[config.mk]
export PLATFORM = sky130hd
export DESIGN_NAME = bcum_fwd_mem
export DESIGN_NICKNAME = d
export VERILOG_FILES = /design/src/bcum_pkg.sv /design/src/bcum_fwd_mem.sv
export SDC_FILE = /design/constraint.sdc
export NUM_CORES = 2
export LEC_CHECK = 0
export BUFFER_PORTS_ARGS = -buffer_cell sky130_fd_sc_hd__buf_4
export CAP_MARGIN = 20
export CORE_MARGIN = 1
export CORE_UTILIZATION = 50
export CTS_BUF_LIST = sky130_fd_sc_hd__clkbuf_8
export DETAILED_ROUTE_END_ITERATION = 8
export PLACE_DENSITY_LB_ADDON = 0.05
export SLEW_MARGIN = 10
export SYNTH_ARGS = -nofsm -noshare
export SYNTH_HDL_FRONTEND = slang
export SYNTH_SLANG_ARGS = --single-unit
export TNS_END_PERCENT = 100
[constraint.sdc]
create_clock -name clk -period 3.2 [get_ports clk]
set_input_delay 0.32 -clock clk [delete_from_list [all_inputs] [get_ports clk]]
set_output_delay 0.32 -clock clk [all_outputs]
set_load 0.01 [all_outputs]
[src/bcum_pkg.sv]
// types and constants of the byte charset mapping block
package bcum_pkg;

  typedef enum logic [1:0] {
    ACT_ADD_PAIR = 2'd0,
    ACT_B2W      = 2'd1,
    ACT_W2B      = 2'd2,
    ACT_FILL     = 2'd3
  } action_t;

  typedef enum logic [2:0] {
    ST_CLEAR,
    ST_IDLE,
    ST_EXEC,
    ST_FILL_RD,
    ST_FILL_WR
  } state_t;

  localparam logic [15:0] UNMAPPED16 = 16'hFFFF;
  localparam logic [7:0]  LAST_BYTE  = 8'hFF;
  localparam logic [15:0] LAST_CODE  = 16'hFFFF;

  typedef struct packed {
    logic        rd_en;
    logic [7:0]  rd_addr;
    logic        wr_en;
    logic [7:0]  wr_addr;
    logic [15:0] wr_data;
  } fwd_req_t;

  typedef struct packed {
    logic        rd_en;
    logic [15:0] rd_addr;
    logic        wr_en;
    logic [15:0] wr_addr;
    logic [8:0]  wr_data;
  } rev_req_t;

endpackage

[src/bcum_fwd_mem.sv]
// forward table, byte to 16-bit code, with per-entry valid bits
module bcum_fwd_mem (
  input  logic              clk,
  input  logic              rst,
  input  bcum_pkg::fwd_req_t req,
  output logic [15:0]       rd_code
);

  logic [15:0]  mem [256];
  logic [255:0] valid;
  logic [15:0]  rd_data;
  logic         rd_valid;

  always_ff @(posedge clk) begin
    if (req.wr_en) begin
      mem[req.wr_addr] <= req.wr_data;
    end
    if (req.rd_en) begin
      rd_data <= mem[req.rd_addr];
    end
  end

  always_ff @(posedge clk) begin
    if (rst) begin
      valid    <= '0;
      rd_valid <= 1'b0;
    end else begin
      if (req.wr_en) begin
        valid[req.wr_addr] <= 1'b1;
      end
      if (req.rd_en) begin
        rd_valid <= valid[req.rd_addr];
      end
    end
  end

  // never-written entries read as unmapped
  assign rd_code = rd_valid ? rd_data : bcum_pkg::UNMAPPED16;

endmodule

## After elaboration in Yosys (flattened, before gate mapping)

Memories as Yosys holds them, arrays and structs flattened. A register that Yosys moved wholly into a read port is not among the register bits.
Cells that the tools add are included.

| storage, ports and cells | value |
|---|---|
| bits in writable memories | 4096 |
| register bits | 257 |
| memories | 1 |
| input port bits | 36 |

| operators by class | value |
|---|---|
| magnitude comparators | 3 |
| mux-type cells | 7 |
| reduce and logical (&&, ||, !) cells | 1 |
| bitwise operators | 1 |

Memory list:

| name | words | width | rd ports | clocked after memory_dff | wr ports | RTL line | source |
|---|---|---|---|---|---|---|---|
| mem | 256 | 16 | 1 | 1 | 1 | bcum_fwd_mem.sv:9 | `logic [15:0] mem [256];` |

Operator list:

| cell | count |
|---|---|
| 256-bit bitwise OR | 1 |
| 8-bit by 9-bit < comparator with 1-bit output, second input constant | 2 |
| 16-bit two-way mux | 1 |
| 1-bit binary-select mux with 8-bit select | 1 |
| 1-bit demux with 8-bit select | 1 |
| 8-bit by 1-bit >= comparator with 1-bit output, second input constant | 1 |
| 1-bit two-way mux | 4 |
| 1-bit logical AND | 1 |

## Logic depth before layout (Yosys ltp)

| depth | value |
|---|---|
| word-level depth | 5 |
| gate-level depth with buffers | 12 |
| mapped depth without buffers | 6 |

## Worst setup path before layout

No wires, ideal clock.

| path | value |
|---|---|
| path kind | in2reg |
| from | input req[25] in the netlist's numbering |
| to | register rd_data[5] (read register of mem) (data pin) |
| slack | 0.555 ns |
| buffers on the path | 4 |
| stages on the path | 10 |
| data arrival time | 2.386 ns |
| required time | 2.941 ns |
| library setup time | 0.259 ns |
| cell sequence | buf_6 > buf_6 > buf_2 > buf_2 > mux4_2 > a22oi_1 > a21oi_1 > nor4_1 > o22ai_1 > or2_1 |

RTL lines:

| element | RTL line | source |
|---|---|---|
| start, declared | bcum_fwd_mem.sv:5 | `input bcum_pkg::fwd_req_t req,` |
| end, declared | bcum_fwd_mem.sv:11 | `logic [15:0] rd_data;` |

## Final worst setup path

| path | value |
|---|---|
| from | register rd_valid |
| to | output rd_code[9] |

| on the way | value |
|---|---|
| word-level cells in the longest chain between the ends | 1 |

RTL lines:

| element | RTL line | source |
|---|---|---|
| start, declared | bcum_fwd_mem.sv:12 | `logic rd_valid;` |
| start signal, assigned | bcum_fwd_mem.sv:32 | `rd_valid <= valid[req.rd_addr];` |
| 16-bit two-way mux | bcum_fwd_mem.sv:38 | `assign rd_code = rd_valid ? rd_data : bcum_pkg::UNMAPPED16;` |
| end, declared | bcum_fwd_mem.sv:6 | `output logic [15:0] rd_code` |

No other way between the ends.

==> impl_metrics.env <==
export IMPL_status="complete, no violations"
export IMPL_synth_distinct_cells=40
export IMPL_final_nets=9094
export IMPL_met3_length_um=35900
export IMPL_die_area_um2=332000
export IMPL_slowest_delay_ns=0.71
export IMPL_syn_avg_cell_area_um2=21.3
export IMPL_worst_pin_slew_ns=1.37
export IMPL_final_max_slew_viol_count=0
export IMPL_cts_buffers=701
export IMPL_dp_cells=12663
export IMPL_drive_gt1_share_pct=32.7
export IMPL_port_buffers=51
export IMPL_top_layer_used="met5"
export IMPL_power_density_nw_per_um2=590
export IMPL_grt_pass1_wl_um=656000
export IMPL_synth_async_reset_ratio_pct=0
export IMPL_vdd_ir_drop_max_mv=0.486
export IMPL_start_util_pct=50.3
export IMPL_fin_cells=13998
export IMPL_ys_warnings_count=0
export IMPL_track_usage_pct=28.0
export IMPL_period_minus_slack_ns=3.11
export IMPL_synth_nets=7772
export IMPL_met1_length_um=192000
export IMPL_fp_row_count=210
export IMPL_netlist_instances=7736
export IMPL_fin_skew_ns=0.0633
export IMPL_holdWs_ns=0.0825
export IMPL_cts_tree="done"
export IMPL_leakagePower_nw=62.3
export IMPL_die_x_um=577
export IMPL_drt_first_pass_iters=6
export IMPL_yosysMostFrequentCell="edfxtp_1"
export IMPL_grt_overflow=0
export IMPL_setup_viol=0
export IMPL_hold_path_class="in2reg"
export IMPL_cp_start_kind="flip-flop"
export IMPL_cts_root_buf="clkbuf_8"
export IMPL_rsz0062_at_grt="false"
export IMPL_clk_path_buf_depth=4
export IMPL_ios=52
export IMPL_hpwl_um=286000
export IMPL_clock_sinks=4369
export IMPL_routed_wirelength_um=464000
export IMPL_finalCritPeriodShare_pct=97.1
export IMPL_area_growth_pct=16.4
export IMPL_antenna_found_initial=35
export IMPL_cp_end_kind="output pin"
export IMPL_fmax_ghz=0.322
export IMPL_htreeDepth=6
export IMPL_power_mw=113
export IMPL_vias_per_cell=6.14
export IMPL_finalHoldViolCount=0
export IMPL_path_clk_slew_ns=0.06
export IMPL_drv_cap=0
export IMPL_wl_met2_um=222000
export IMPL_path_cells="buf_4 > nand2b_1 > buf_4"
export IMPL_path_common_cell="buf_4"
export IMPL_synth_common_cells="edfxtp_1 (4112), mux4_2 (1081), nor2_1 (718)"
export IMPL_path_max_fanout=11
export IMPL_postCtsSetupRepairBufs=0
export IMPL_grt_pass1_vias=87011
export IMPL_ys_seq_area_share_pct=77.9
export IMPL_worstPathRequired_ns=2.88
export IMPL_clkLatencyLatePin_ns=1.27
export IMPL_vias=85994
export IMPL_antenna_left=0
export IMPL_netlist_top_cells_area="edfxtp_1 (75%), mux4_2 (15%), dfxtp_1 (3.1%)"
export IMPL_ys_ff_latch=4369
export IMPL_route_detailed_drc=0
export IMPL_gp_congestion=0.840
export IMPL_synth_largest_area_cell="edfxtp_1"
export IMPL_path_class="reg2out"
export IMPL_mappedNetlistArea_um2=165000
export IMPL_wl_per_cell_um=33.2
export IMPL_crit_arrival_ns=2.79
export IMPL_synth_edff_count=4112
export IMPL_drt_iter0_drc=10413
export IMPL_fp_dieH_um=577
export IMPL_crit_slowest_cell="dfxtp_1"
export IMPL_core_area_um2=328000
export IMPL_yosys_area_top_type_share_pct=74.8
export IMPL_grt_start_max_net_pins=138
export IMPL_relSlewSlack_pct=8.99
export IMPL_synth_ff_type="edfxtp_1"
==> cell type report <==
type / instances / area, µm²
clock inverter: 522 / 2480
clock buffer: 752 / 10300
inverter: 4 / 15.0
sequential: 4369 / 129000
antenna: 23 / 57.6
multi-input combinational: 2888 / 34800
tap: 4346 / 5440
timing repair buffer: 1094 / 10400
fill: 24263 / 136000
==> where the power goes <==
group          internal [mW]  total (mW)  switching, mW
registers               62.6        62.7         0.0545
clock network           22.4        44.2           21.9
logic                   2.52        6.47           3.95
total                   87.5         113           25.9
==> routing by layer <==
metal	vias up	global-route usage, %
met3	674	4.98
met1	46330	40.5
li1	35220	-
met4	2	8.38
met2	3768	44.1
met5	-	0
==> through the flow <==
stage	setup slack (ns)	utilization (%)	setup TNS (ns)	area, µm²
after floorplan	0.555	-	0	165000
after global routing	0.0393	58.6	0	192000
after CTS	0.0111	58.6	0	192000
after detailed placement	-1.09	54.5	-12.43	179000
final	0.0917	58.6	0	192000
after global placement	-1.09	54.5	-13.31	179000
==> repair_timing <==
action,CTS,global route
hold endpoints to repair,4684,0
hold buffers,37,0
setup endpoints to repair,7,5
resized for setup,7,6
==> sequential cells by signal, indices dropped and copies added (netlist names) <==
signal    cells
mem        4096
rd_data      16
rd_valid      1
valid       256
==> path summary, 6_finish.rpt <==
check                                 start           to  slack, ns  depth (start not counted)
worst max register to register  mem[174][6]   rd_data[6]       0.10                          6
worst min register to register   valid[178]   valid[178]       0.47                          2
worst min-delay path                req[10]  mem[81][10]       0.08                          2
worst max-delay path               rd_valid   rd_code[9]       0.09                          3
==> cell usage in the layout (no fill, tap or decap), types with 35 or more instances in the layout <==
cell and count:
dfxtp_1 257, mux4_2 1081, nor2_1 612, clkinv_1 154, o22ai_1 35, a21oi_1 263, nor4_1 52, edfxtp_1 4112
clkbuf_8 752, a22oi_1 525, buf_12 153, buf_4 883, clkinv_2 46, inv_1 281, dlygate4sd3_1 37, nor2_2 105
==> critical path, delay by kind of cell (launching register included) <==
family                 cells  cell delay, ns
DFF                        1            0.71
buffers and inverters      2            0.54
and+or+nand+nor            1            0.30
==> kinds of logic after synthesis <==
| family | Yosys count | synth area share, % |
|---|---|---|
| flip-flops | 4369 | 77.9 |
| AO/OA/AOI/OAI | 878 | 3.63 |
| multiplexers | 1103 | 14.9 |
| buffers and inverters | 479 | 1.27 |
| AND/OR/NAND/NOR | 907 | 2.28 |
Power figures use the tool's default switching activity.
