[src/bcum_pkg.sv]
// types and constants of the byte charset mapping block
package bcum_pkg;

  typedef enum logic [1:0] {
    ACT_ADD_PAIR = 2'd0,
    ACT_B2W      = 2'd1,
    ACT_W2B      = 2'd2,
    ACT_FILL     = 2'd3
  } action_t;

  typedef enum logic [2:0] {
    ST_CLEAR,
    ST_IDLE,
    ST_EXEC,
    ST_FILL_RD,
    ST_FILL_WR
  } state_t;

  localparam logic [15:0] UNMAPPED16 = 16'hFFFF;
  localparam logic [7:0]  LAST_BYTE  = 8'hFF;
  localparam logic [15:0] LAST_CODE  = 16'hFFFF;

  typedef struct packed {
    logic        rd_en;
    logic [7:0]  rd_addr;
    logic        wr_en;
    logic [7:0]  wr_addr;
    logic [15:0] wr_data;
  } fwd_req_t;

  typedef struct packed {
    logic        rd_en;
    logic [15:0] rd_addr;
    logic        wr_en;
    logic [15:0] wr_addr;
    logic [8:0]  wr_data;
  } rev_req_t;

endpackage

[src/bcum_ctrl.sv]
// sequencer: clearing pass, table read-modify-write, identity fill, result register
module bcum_ctrl (
  input  logic               clk,
  input  logic               rst,
  input  logic               s_tvalid,
  output logic               s_tready,
  input  logic [23:0]        s_tdata,
  input  logic [1:0]         s_tuser,
  input  logic               s_tlast,
  output logic               m_tvalid,
  input  logic               m_tready,
  output logic [15:0]        m_tdata,
  output logic [0:0]         m_tuser,
  output logic               m_tlast,
  output bcum_pkg::fwd_req_t fwd_req,
  output bcum_pkg::rev_req_t rev_req,
  input  logic [15:0]        fwd_rd,
  input  logic [8:0]         rev_rd
);

  bcum_pkg::state_t  state, state_next;
  bcum_pkg::action_t act;
  logic [7:0]        bval;
  logic [15:0]       wval;
  logic              eos;
  logic [15:0]       clr_addr;
  logic [7:0]        fill_idx;
  logic              out_load;
  logic [15:0]       out_code;
  logic              out_mapped;
  logic              fwd_free;

  assign fwd_free = (fwd_rd == bcum_pkg::UNMAPPED16);

  always_comb begin
    state_next = state;
    case (state)
      bcum_pkg::ST_CLEAR: begin
        if (clr_addr == bcum_pkg::LAST_CODE) state_next = bcum_pkg::ST_IDLE;
      end
      bcum_pkg::ST_IDLE: begin
        if (s_tvalid) state_next = bcum_pkg::ST_EXEC;
      end
      bcum_pkg::ST_EXEC: begin
        case (act)
          bcum_pkg::ACT_ADD_PAIR: state_next = bcum_pkg::ST_IDLE;
          bcum_pkg::ACT_FILL:     state_next = bcum_pkg::ST_FILL_RD;
          default: begin
            if (!m_tvalid || m_tready) state_next = bcum_pkg::ST_IDLE;
          end
        endcase
      end
      bcum_pkg::ST_FILL_RD: state_next = bcum_pkg::ST_FILL_WR;
      bcum_pkg::ST_FILL_WR: begin
        if (fill_idx == bcum_pkg::LAST_BYTE) state_next = bcum_pkg::ST_IDLE;
        else state_next = bcum_pkg::ST_FILL_RD;
      end
      default: state_next = bcum_pkg::ST_CLEAR;
    endcase
  end

  always_comb begin
    s_tready   = 1'b0;
    out_load   = 1'b0;
    out_code   = 16'h0000;
    out_mapped = 1'b0;
    fwd_req    = '0;
    rev_req    = '0;
    case (state)
      bcum_pkg::ST_CLEAR: begin
        rev_req.wr_en   = 1'b1;
        rev_req.wr_addr = clr_addr;
        rev_req.wr_data = 9'h000;
      end
      bcum_pkg::ST_IDLE: begin
        s_tready        = 1'b1;
        fwd_req.rd_en   = 1'b1;
        fwd_req.rd_addr = s_tdata[7:0];
        rev_req.rd_en   = 1'b1;
        rev_req.rd_addr = s_tdata[23:8];
      end
      bcum_pkg::ST_EXEC: begin
        case (act)
          bcum_pkg::ACT_ADD_PAIR: begin
            // first write wins in each direction
            rev_req.wr_en   = !rev_rd[8];
            rev_req.wr_addr = wval;
            rev_req.wr_data = {1'b1, bval};
            fwd_req.wr_en   = fwd_free;
            fwd_req.wr_addr = bval;
            fwd_req.wr_data = wval;
          end
          bcum_pkg::ACT_B2W: begin
            out_load   = !m_tvalid || m_tready;
            out_mapped = !fwd_free;
            out_code   = fwd_free ? 16'h0000 : fwd_rd;
          end
          bcum_pkg::ACT_W2B: begin
            out_load   = !m_tvalid || m_tready;
            out_mapped = rev_rd[8];
            out_code   = rev_rd[8] ? {8'h00, rev_rd[7:0]} : 16'h0000;
          end
          default: begin
          end
        endcase
      end
      bcum_pkg::ST_FILL_RD: begin
        fwd_req.rd_en   = 1'b1;
        fwd_req.rd_addr = fill_idx;
        rev_req.rd_en   = 1'b1;
        rev_req.rd_addr = {8'h00, fill_idx};
      end
      bcum_pkg::ST_FILL_WR: begin
        // identity pair only where both directions are still free
        rev_req.wr_en   = !rev_rd[8] && fwd_free;
        rev_req.wr_addr = {8'h00, fill_idx};
        rev_req.wr_data = {1'b1, fill_idx};
        fwd_req.wr_en   = !rev_rd[8] && fwd_free;
        fwd_req.wr_addr = fill_idx;
        fwd_req.wr_data = {8'h00, fill_idx};
      end
      default: begin
      end
    endcase
  end

  always_ff @(posedge clk) begin
    if (rst) begin
      state    <= bcum_pkg::ST_CLEAR;
      clr_addr <= '0;
      fill_idx <= '0;
      m_tvalid <= 1'b0;
    end else begin
      state <= state_next;
      if (state == bcum_pkg::ST_CLEAR) begin
        clr_addr <= clr_addr + 16'd1;
      end
      if (state == bcum_pkg::ST_EXEC) begin
        fill_idx <= '0;
      end else if (state == bcum_pkg::ST_FILL_WR) begin
        fill_idx <= fill_idx + 8'd1;
      end
      if (out_load) begin
        m_tvalid <= 1'b1;
      end else if (m_tready) begin
        m_tvalid <= 1'b0;
      end
    end
  end

  always_ff @(posedge clk) begin
    if (s_tvalid && s_tready) begin
      act  <= bcum_pkg::action_t'(s_tuser);
      bval <= s_tdata[7:0];
      wval <= s_tdata[23:8];
      eos  <= s_tlast;
    end
    if (out_load) begin
      m_tdata    <= out_code;
      m_tuser[0] <= out_mapped;
      m_tlast    <= eos;
    end
  end

endmodule

[config.mk]
export PLATFORM = sky130hd
export DESIGN_NAME = bcum_ctrl
export DESIGN_NICKNAME = d
export VERILOG_FILES = /design/src/bcum_pkg.sv /design/src/bcum_ctrl.sv
export SDC_FILE = /design/constraint.sdc
export NUM_CORES = 1
export LEC_CHECK = 0
export BUFFER_PORTS_ARGS = -buffer_cell sky130_fd_sc_hd__clkbuf_2
export CORE_MARGIN = 8
export CORE_UTILIZATION = 45
export CTS_CLUSTER_SIZE = 14
export DETAILED_ROUTE_END_ITERATION = 7
export GPL_ROUTABILITY_DRIVEN = 0
export PLACE_DENSITY = 0.75
export SETUP_SLACK_MARGIN = 0.3
export SLEW_MARGIN = 10
export SYNTH_ARGS = -nofsm -noshare
export SYNTH_HDL_FRONTEND = slang
export SYNTH_SLANG_ARGS = --single-unit
[constraint.sdc]
create_clock -name clk -period 5.5 [get_ports clk]
set_input_delay 0.825 -clock clk [delete_from_list [all_inputs] [get_ports clk]]
set_output_delay 0.825 -clock clk [all_outputs]
set_load 0.01 [all_outputs]
Word level (Yosys, flattened, before mapping)
Index checks and enable logic that the tools add are counted.

cells by class
  $add $sub $neg = 2
  reductions and logical operators = 12
  equality and inequality tests = 13
  multiplexer cells = 21

operator list
  cell                     count
  $pmux W26 S3             1
  $pmux W25 S2             1
  $pmux W17 S2             1
  $eq A16 B16 Y1 const B   2
  $pmux W16 S2             1
  $mux W26                 1
  $mux W25                 1
  $pmux W9 S2              1
  $add A16 B1 Y16 const B  1
  $mux W16                 1
  $pmux W3 S5              1
  $mux W3                  3
  $add A8 B1 Y8 const B    1
  $eq A8 B8 Y1 const B     1
  $mux W8                  1
  $eq A3 B2 Y1 const B     2
  $pmux W3 S2              1
  $mux W1                  5
  $eq A2 B2 Y1 const B     2
  $ne A2 B2 Y1 const B     2
  $ne A4 B2 Y1 const B     1
  $reduce_or A2 Y1         2
  $eq A3 B1 Y1 const B     1
  $eq A3 B3 Y1 const B     1
  other kinds (10)         13

word-level totals
  bits of input ports = 56
  bits in registers = 73
  output and inout port bits = 97

Depth between registers and ports, before layout
Gate-level depths: netlist of the first run.

  depth in word-level cells = 5
  gate-level depth with buffers = 7
  depth with buffers taken out = 5

Worst setup path after synthesis of the first run
OpenSTA, ideal clock, no wires.

  path type = input to output
  from = input fwd_rd[14]
  to = output rev_req[25] in the netlist's numbering
  slack = 3.026 ns
  cell stages on the path = 4
  arrival time = 1.649 ns
  cells stage by stage = nand4_1 nor4_1 a21oi_1 o21ai_0

RTL lines
  item             line             source
  start, declared  bcum_ctrl.sv:17  input logic [15:0] fwd_rd,
  end, declared    bcum_ctrl.sv:16  output bcum_pkg::rev_req_t rev_req,

==> summary.txt, run 1 <==
Synthesis
  • Synth top area cells: edfxtp_1 36%, dfxtp_1 15%, a22o_1 6.8%
  • Number of synthesized flops with an enable pin: 45
  • Mapped Area: 3730 sq um
  • Top cells by count, synth: 45 x edfxtp_1, 31 x a21oi_1, 29 x a22o_1
  • Ys Warns: 0
  • Synthesized Nets: 435
  • Synth cell types: 43
  • Mapped Cells: 373
  • Mux cell area share after synthesis: 0.268%
  • Top-count cell post-synth: edfxtp_1
  • Compound-Gate Fraction of Synth Area: 17.1%
  • Avg Inst Size Synth: 10.0 sq um
  • Seq/Total Area, Yosys: 51.2%
  • Flops & latches, synth: 73
  • Main combinational cell family by area after synthesis: simple AND/OR/NAND/NOR gates
  • Top cell type's share of synthesized area: 36.2%
  • Synth Area in Simple Gates: 21.4%
  • Synth Flop Type: edfxtp_1
  • Ys async rst share: 0%
  • XOR/XNOR share of the synthesized area: 3.28%
  • Adder-Cell Fraction of Synth Area: 2.01%
  • Leading area contributor after synthesis: edfxtp_1

Global routing
  • Largest net degree at the start of global routing: 37
  • Most used routing layer: met2
  • Global route overflow: 0
  • Met3 GRT Util: 4.14%
  • Number of global-route vias before repair: 3310
  • Met2 usage: 30.1%
  • First-pass GRT wire length: 16.7 mm
  • Grt met1 use: 21.8%
  • Initial antenna violation count: 0
  • Gr usage total: 18.2%

Clock network
  • Post-CTS sizing: 0
  • Post-CTS Setup Inserts: 0
  • Post-CTS Hold Buffers: 0
  • Clock Root Buffer: clkbuf_8
  • TritonCTS clock tree: built
  • CTS clk-pin slew, worst paths: 70 ps
  • Worst-Skew Late Latency: 360 ps
  • Clock Tree Buf Depth: 2
  • TritonCTS Buffers: 9
  • Clock sinks: 73
  • H-tree depth: 3

Power
  • Total power: 1090 uW
  • PwrDens: 228 nW/um^2
  • Peak supply drop: 0.151 mV
  • LEAKAGE: 0.00216 uW

STA
  • Fin crit share: 72.7%
  • Clock Skew: 9.73 ps
  • Final min period: 4000 ps
  • WHS: 421 ps
  • Final worst-path setup slack: 1500 ps
  • Final TNS setup: 0 ps
  • RSZ-0062 raised after global routing: no
  • Count of pins over their slew limit: 0
  • Worst slew margin: 23.4%
  • Final hold vios: 0
  • Max Clk Rate: 0.250 GHz
  • Final Setup Violations: 0
  • Measured slew at the worst slew-check pin: 1150 ps

Outcome
  • Failing checks: design-rule violations
  • Run status: complete, but fails checks

Placement
  • Area post-placement: 4550 sq um
  • I/O Buffers: 152
  • Hpwl dp: 7.87 mm
  • Worst slack, placed: 1880 ps

Detailed routing
  • WL final: 10.6 mm
  • DRT Pass-1 Iters: 8
  • Detail Route Antenna Nets: 0
  • Initial DRC count: 255
  • Vias per cell: 5.40
  • DRC Markers: 11
  • DR vias: 3341
  • WL/cell: 17.1 um

Run
  • Max cap viols: 0

Critical path
  • WS Path Type: flip-flop to output port
  • Critical path capture point type: output port
  • Worst EP required: 4680 ps
  • Critical path arrival: 3170 ps
  • Crit Path Max Fanout: 36
  • CP Launch Type: flip-flop

Min path
  • Hold Crit Class: flip-flop to flip-flop

Floorplanning
  • Die width: 107 um
  • IO Pins: 153
  • Initial core utilization: 45.9%
  • Core Rows: 33
  • Die H: 107 um
  • Die ar.: 11500 sq um
  • Core area: 8130 sq um

Final layout
  • Area growth syn-to-layout: 27.6%
  • Share of cells above drive strength 1: 35.6%
  • Final Cell Area: 4760 sq um
  • # diodes: 0
  • Layout Nets: 571
==> area by class of cell <==
type | count | area, sq um
Inverter | 13 | 48.8
Sequential cell | 73 | 1910
Tap cell | 105 | 131
Multi-Input combinational cell | 255 | 1660
Clock inverter | 7 | 93.8
Timing Repair Buffer | 157 | 798
Fill cell | 723 | 3370
Clock buffer | 9 | 124
==> critical path: stages (launching register included) <==
cell,delay (ps)
dfxtp_1,1000
nor3b_1,330
and2_1,930
a222oi_1,290
inv_1,120
clkbuf_2,140
==> routing by layer <==
layer	vias to the layer above	share of wire, %
met1	1545	42
li1	1629	-
met2	147	49
met3	20	6.5
met5	-	0
met4	0	2.7
==> worst paths after layout <==
check	startpoint	endpoint	slack (ps)	cells after the start
worst min register to register	eos	m_tlast	420	0
worst max-delay path	state[1]	rev_req[9]	1500	5
worst max register to register	state[1]	m_tdata[3]	2770	5
worst min-delay path	eos	m_tlast	420	0
==> stage by stage <==
stage / std cells / util [%]
after floorplan: 373 / -
after global placement: 603 / 55.9
after detailed placement: 603 / 55.9
after CTS: 619 / 58.6
after global routing: 619 / 58.6
final: 619 / 58.6
==> placed cells by master (no fill, tap or decap), types with 3 or more instances in the layout <==
cell | Yosys | layout
clkbuf_2 | 1 | 152
xor2_1 | 6 | 6
a21oi_1 | 31 | 31
and3_1 | 10 | 10
nor4_1 | 3 | 3
o21ai_0 | 6 | 6
xnor2_1 | 8 | 8
ha_1 | 6 | 6
nand2b_1 | 19 | 19
clkbuf_8 | 0 | 9
dfxtp_1 | 28 | 28
and2_1 | 18 | 18
nand3_1 | 6 | 6
nand2_1 | 28 | 28
inv_1 | 13 | 13
buf_4 | 1 | 5
edfxtp_1 | 45 | 45
nor2b_1 | 3 | 3
nor3_1 | 6 | 5
a22o_1 | 29 | 29
or3_1 | 6 | 6
a222oi_1 | 7 | 7
a21o_1 | 8 | 8
nand4_1 | 10 | 10
nor2_1 | 22 | 22
==> report_power, final <==
group	switching (uW)	total [uW]	leakage, uW	internal [uW]
Combinational	20.8	41.7	0.00144	20.8
Clock	209	464	0.000106	255
Sequential	3.49	582	0.000615	579
Total	233	1090	0.00216	855
==> state kept, by name, indices dropped and copies added (netlist names), 2 cells and up <==
signal / cells
act: 2
bval: 8
clr_addr: 16
fill_idx: 8
m_tdata: 16
state: 3
wval: 16
==> kinds of logic (layout without fill, tap and decap cells) <==
| group | count (synthesis) | in the layout |
|---|---|---|
| simple gates | 145 | 145 |
| compound gates | 89 | 89 |
| flops | 73 | 73 |
| buf+inv | 45 | 186 |
| xor+xnor | 14 | 14 |
| fa+ha+maj | 6 | 6 |
| mux | 1 | 1 |
Note: power is estimated with default switching activity, not from simulation.
==> run 2, diff against run 1 <==
Settings changed: CORE_UTILIZATION 45 to 44, PLACE_DENSITY 0.75 to 0.77.
Clock period 5.5 ns to 3.35 ns, I/O delays scaled along.
==> summary.txt, run 2 (same netlist as run 1, synthesis figures left out) <==
Floorplanning
  • Core Rows: 33 (unchanged)
  • Core area: 8220 sq um (was 8130 sq um)
  • Die H: 108 um (was 107 um)
  • Initial core utilization: 45.4% (was 45.9%)
  • Die width: 108 um (was 107 um)
  • IO Pins: 153 (unchanged)
  • Die ar.: 11700 sq um (was 11500 sq um)

Final layout
  • Share of cells above drive strength 1: 35.5% (was 35.6%)
  • Registers with the most flip-flops: clr_addr x16, m_tdata x16, wval x16 (unchanged)
  • Finished Layout Cells: 621 (was 619)
  • Multi-input gate area: 1660 sq um (unchanged)
  • # diodes: 0 (unchanged)
  • Area growth syn-to-layout: 28.2% (was 27.6%)
  • Commonest non-fill, non-tap cell in the layout: clkbuf_2 (unchanged)
  • Register area: 1910 sq um (unchanged)
  • Layout Nets: 573 (was 571)
  • Final Cell Area: 4790 sq um (was 4760 sq um)
  • Commonest non-fill, non-tap cells in the layout: 152 x clkbuf_2, 45 x edfxtp_1, 31 x a21oi_1, 29 x a22o_1 (unchanged)
  • Filler Cell Count: 710 (was 723)

Critical path
  • Worst path max stage delay: 390 ps (was 1000 ps)
  • CP Buf/Inv Count: 4 (was 2)
  • Slowest library cell on the worst path: edfxtp_1 (was dfxtp_1)
  • Reg2reg start: state[1] (unchanged)
  • Top Family by Delay on Critical Path: buffers and inverters (was simple AND/OR/NAND/NOR gates)
  • Worst-path cell chain: inv_1 > ha_1 > and2_1 > buf_4 > a222oi_1 > inv_1 > clkbuf_2 (was nor3b_1 > and2_1 > a222oi_1 > inv_1 > clkbuf_2)
  • Worst EP required: 2850 ps (was 4680 ps)
  • CP Launch Type: flip-flop (unchanged)
  • WS Path Type: flip-flop to output port (unchanged)
  • CP most frequent cell: inv_1
  • Critical path arrival: 2140 ps (was 3170 ps)
  • R2r setup slk: 920 ps (was 2770 ps)
  • Worst reg2reg path endpoint: clr_addr[15] (was m_tdata[3])
  • Crit Path Max Fanout: 33 (was 36)
  • Critical path capture point type: output port (unchanged)
  • Worst reg2reg path depth: 6 (was 5)

STA
  • Count of pins over their slew limit: 0 (unchanged)
  • Final Setup Violations: 0 (unchanged)
  • Measured slew at the worst slew-check pin: 836 ps (was 1150 ps)
  • Max Clk Rate: 0.378 GHz
  • Final TNS setup: 0 ps (unchanged)
  • Final min period: 2650 ps
  • Clock Skew: 9.99 ps (was 9.73 ps)
  • Final hold vios: 0 (unchanged)
  • Worst slew margin: 44.1% (was 23.4%)
  • Fin crit share: 79.0%
  • RSZ-0062 raised after global routing: no (unchanged)

Run
  • Max cap viols: 0 (unchanged)

Min path
  • Hold Path Depth: 1 (was 0)
  • Hold Crit Class: input port to flip-flop (was flip-flop to flip-flop)
  • Worst Hold Endpoint: eos (was m_tlast)
  • Hold wc startpoint: s_tlast (was eos)

Clock network
  • H-tree depth: 3 (unchanged)
  • TritonCTS clock tree: built (unchanged)
  • CTS clk-pin slew, worst paths: 80 ps (was 70 ps)
  • Post-CTS Hold Buffers: 0 (unchanged)
  • Clock Root Buffer: clkbuf_8 (unchanged)
  • Clock Tree Buf Depth: 2 (unchanged)
  • Clock sinks: 73 (unchanged)
  • Post-CTS Setup Inserts: 0 (unchanged)
  • Worst-Skew Late Latency: 350 ps (was 360 ps)
  • Post-CTS sizing: 0 (unchanged)
  • TritonCTS Buffers: 9 (unchanged)

Detailed routing
  • Initial DRC count: 195 (was 255)
  • DR vias: 3419 (was 3341)
  • WL final: 10.8 mm (was 10.6 mm)
  • Detail Route Antenna Nets: 0 (unchanged)
  • WL/cell: 17.5 um (was 17.1 um)
  • Vias per cell: 5.51 (was 5.40)
  • DRC Markers: 0 (was 11)
  • DRT Pass-1 Iters: 5 (was 8)

Power
  • Logic pwr share: 3.8% (about the same)
  • LEAKAGE: 0.00217 uW (was 0.00216 uW)
  • Total power: 1790 uW (was 1090 uW)
  • Clock group share of total power: 42.9% (was 42.7%)
  • PwrDens: 375 nW/um^2 (was 228 nW/um^2)
  • Net Switching: 374 uW (was 233 uW)
  • Sw frac: 20.9% (was 21.4%)
  • Sequential share of power: 53.3% (was 53.5%)
  • Cell Int Power: 1420 uW (was 855 uW)
  • Peak supply drop: 0.192 mV (was 0.151 mV)

Global routing
  • Gr usage total: 18.0% (was 18.2%)
  • First-pass GRT wire length: 16.9 mm (was 16.7 mm)
  • Initial antenna violation count: 0 (unchanged)
  • Global route overflow: 0 (unchanged)
  • Largest net degree at the start of global routing: 38 (was 37)
  • Number of global-route vias before repair: 3512 (was 3310)

Placement
  • Area post-placement: 4560 sq um (was 4550 sq um)
  • Hpwl dp: 8.34 mm (was 7.87 mm)
  • Placed Cells: 605 (was 603)
  • I/O Buffers: 152 (unchanged)

Outcome
  • Run status: finished clean (was complete, but fails checks)
-- run 2: changes by cell type in the layout (fill, tap and decap cells not counted), sizes merged --
| cell | previous run | this run |
|---|---|---|
| buf | 5 | 7 |
| bufinv | 2 | 1 |
| clkbuf | 161 | 165 |
| clkinv | 2 | 0 |
| inv | 14 | 13 |
-- run 2: worst max path at each step --
stage,startpoint,to,depth (start not counted)
floorplan,state[0],act[0],5
global placement,state[1],clr_addr[13],6
detailed placement,state[1],clr_addr[15],6
CTS,act[0],rev_req[15],7
global route,state[0],rev_req[41],4
finish,act[0],rev_req[15],7
-- run 2: area by class of cell --
type / count / area share (%)
clock inverters: 3 / 0.941
clock buffers: 13 / 3.79
multi-input cells: 255 / 34.6
well taps: 105 / 2.74
inverters: 13 / 1.02
repair buffers: 159 / 17.0
flip-flops and latches: 73 / 39.9
-- run 2: layer usage --
layer | vias to the layer above | GRT usage [%] | wire (um) | share of wire (%)
li1 | 1633 | - | - | -
met1 | 1613 | 20.2 | 4400 | 41
met2 | 159 | 30.3 | 5110 | 47
met3 | 14 | 7.61 | 1160 | 11
met4 | 0 | 6.05 | 175 | 1.6
met5 | - | 0 | 0 | 0
-- run 2: power by group through the flow --
stage          registers [uW]  clock network (uW)  logic, uW
2_1_floorplan             975                   0       21.9
3_3_place_gp              977                   0       66.7
3_5_place_dp              977                   0       69.0
4_1_cts                   956                 784       69.4
5_1_grt                   957                 823       76.0
6_report                  956                 770       68.4
-- run 2: worst register-to-register path: stages, from the launching register on --
cell	delay, ps
dfxtp_1	320
buf_4	230
nor3_2	540
buf_4	320
nand4_1	310
or4_1	500
a21oi_1	150
-- run 2: stage by stage --
step / hold WS, ps / util [%] / worst slack [ps]
floorplan: 400 / - / 1060
detailed placement: 412 / 55.5 / 933
CTS: 306 / 58.3 / 663
global placement: 401 / 55.5 / 1040
finish: 323 / 58.3 / 703
global route: 305 / 58.3 / 467
==> run 3, diff against run 2 <==
Settings changed: CORE_UTILIZATION 44 to 45, PLACE_DENSITY 0.77 to 0.75.
Clock period 3.35 ns to 2.7 ns, I/O delays scaled along.
==> summary.txt, run 3 (same netlist as run 1, synthesis figures left out) <==
Final layout
  • Area growth syn-to-layout: 29.5% (was 28.2%)
  • Commonest non-fill, non-tap cell in the layout: clkbuf_2 (unchanged)
  • Share of cells above drive strength 1: 37.0% (was 35.5%)
  • Layout Nets: 579 (was 573)
  • Final design utilization: 59.5% (was 58.3%)
  • # diodes: 0 (unchanged)
  • Finished Layout Cells: 627 (was 621)
  • Commonest non-fill, non-tap cells in the layout: 152 x clkbuf_2, 45 x edfxtp_1, 31 x a21oi_1, 29 x a22o_1 (unchanged)
  • Registers with the most flip-flops: clr_addr x16, m_tdata x16, wval x16 (unchanged)
  • Filler Cell Count: 712 (was 710)

Detailed routing
  • WL met2: 5.34 mm (was 5.11 mm)
  • DR vias: 3457 (was 3419)
  • Wl on met1: 4.39 mm (was 4.40 mm)
  • Initial DRC count: 301 (was 195)
  • Detail Route Antenna Nets: 0 (unchanged)
  • DRC Markers: 12 (was 0)
  • Met3 wire length: 672 um (was 1.16 mm)
  • WL final: 10.7 mm (was 10.8 mm)
  • Max layer used: met4 (unchanged)
  • WL/cell: 17.1 um (was 17.5 um)
  • Vias per cell: 5.51 (about the same)
  • DRT Pass-1 Iters: 8 (was 5)

STA
  • Final Setup Violations: 0 (unchanged)
  • Fin crit share: 83.8%
  • Final min period: 2260 ps
  • Final hold vios: 0 (unchanged)
  • Measured slew at the worst slew-check pin: 842 ps (was 836 ps)
  • RSZ-0062 raised after global routing: no (unchanged)
  • Count of pins over their slew limit: 0 (unchanged)
  • Final TNS setup: 0 ps (unchanged)
  • Clock Skew: 12.0 ps (was 9.99 ps)
  • Max Clk Rate: 0.442 GHz
  • Worst slew margin: 43.7% (was 44.1%)

Floorplanning
  • Core area: 8130 sq um (was 8220 sq um)
  • Die width: 107 um (was 108 um)
  • IO Pins: 153 (unchanged)
  • Core Rows: 33 (unchanged)
  • Die H: 107 um (was 108 um)
  • Initial core utilization: 45.9% (was 45.4%)
  • Die ar.: 11500 sq um (was 11700 sq um)

Clock network
  • Clock Tree Buf Depth: 2 (unchanged)
  • H-tree depth: 3 (unchanged)
  • CTS clk-pin slew, worst paths: 70 ps (was 80 ps)
  • Clock sinks: 73 (unchanged)
  • TritonCTS Buffers: 9 (unchanged)
  • Post-CTS Hold Buffers: 0 (unchanged)
  • Worst-Skew Late Latency: 340 ps (was 350 ps)
  • Post-CTS Setup Inserts: 0 (unchanged)
  • TritonCTS clock tree: built (unchanged)
  • Clock Root Buffer: clkbuf_8 (unchanged)

Critical path
  • Worst EP required: 2300 ps (was 2850 ps)
  • Worst reg2reg path depth: 5 (was 6)
  • WS Path Type: flip-flop to output port (unchanged)
  • Reg2reg start: state[0] (was state[1])
  • Critical path capture point type: output port (unchanged)
  • Crit Path Max Fanout: 10 (was 33)
  • Critical path arrival: 1860 ps (was 2140 ps)
  • Worst reg2reg path endpoint: m_tdata[2] (was clr_addr[15])
  • R2r setup slk: 570 ps (was 920 ps)
  • CP Launch Type: flip-flop (unchanged)

Min path
  • Worst Hold Endpoint: eos (unchanged)
  • Hold wc startpoint: s_tlast (unchanged)
  • Hold Crit Class: input port to flip-flop (unchanged)
  • Hold Path Depth: 1 (unchanged)

Power
  • LEAKAGE: 0.00221 uW (was 0.00217 uW)
  • Peak supply drop: 0.215 mV (was 0.192 mV)
  • PwrDens: 438 nW/um^2 (was 375 nW/um^2)
  • Total power: 2120 uW (was 1790 uW)

Outcome
  • Run status: complete, but fails checks (was finished clean)
  • Failing checks: design-rule violations

Global routing
  • Largest net degree at the start of global routing: 36 (was 38)
  • First-pass GRT wire length: 16.8 mm (was 16.9 mm)
  • Number of global-route vias before repair: 3317 (was 3512)
  • Gr usage total: 18.2% (was 18.0%)
  • Global route overflow: 0 (unchanged)
  • Initial antenna violation count: 0 (unchanged)

Placement
  • I/O Buffers: 152 (unchanged)
  • Placed Cells: 610 (was 605)
  • Hpwl dp: 8.07 mm (was 8.34 mm)

Run
  • Max cap viols: 0 (unchanged)
-- run 3: cell count changes in the layout (fill, tap and decap cells not counted), sizes merged --
| cell | change |
|---|---|
| buf | +5 |
| clkbuf | -2 |
| clkinv | +2 |
| clkinvlp | -2 |
| inv | +2 |
| and2 | +1 |
-- run 3: power breakdown --
part	switching (uW)	total (uW)	leakage [uW]	internal, uW
Clock	398	849	0.000104	451
Sequential	6.47	1190	0.000615	1180
Combinational	41.7	84.1	0.00149	42.4
-- run 3: what timing repair did --
action	4_1_cts	5_1_grt
setup endpoints to repair	34	31
cloned	0	1
resized for setup	2	4
-- run 3: layout make-up --
cell class	count	area [sq um]	share of cell area (%)
Sequential cell	73	1910	39.5
Multi-Input combinational cell	256	1680	34.8
Timing Repair Buffer	164	867	17.9
Clock buffer	11	141	2.92
Tap cell	105	131	2.72
Clock inverter	5	52.6	1.09
Inverter	13	48.8	1.01
-- run 3: worst max path at each step --
stage	start	end
2_1_floorplan	state[0]	act[0]
3_3_place_gp	act[0]	fwd_req[3]
3_5_place_dp	act[0]	rev_req[11]
4_1_cts	act[0]	rev_req[11]
5_1_grt	act[0]	rev_req[14]
6_report	act[0]	rev_req[14]
-- run 3: per-layer routing --
metal  global-route usage [%]  vias up
met5                        0        -
met1                     22.0     1645
met3                     4.02       23
met4                     9.15        0
met2                     29.8      138
li1                         -     1651
-- run 3: critical path, cell delays in order (launching register included) --
cell and delay (ps):
edfxtp_1 390, inv_1 110, ha_4 210, and2_2 230
a222oi_1 380, inv_1 70, clkbuf_2 140
-- run 3: per-stage QoR --
step,hold WS [ps],setup slack [ps],area [sq um]
after detailed placement,407,467,4610
after global routing,231,308,4840
after CTS,236,303,4810
final,246,437,4840
after floorplan,400,408,3730
after global placement,402,550,4610
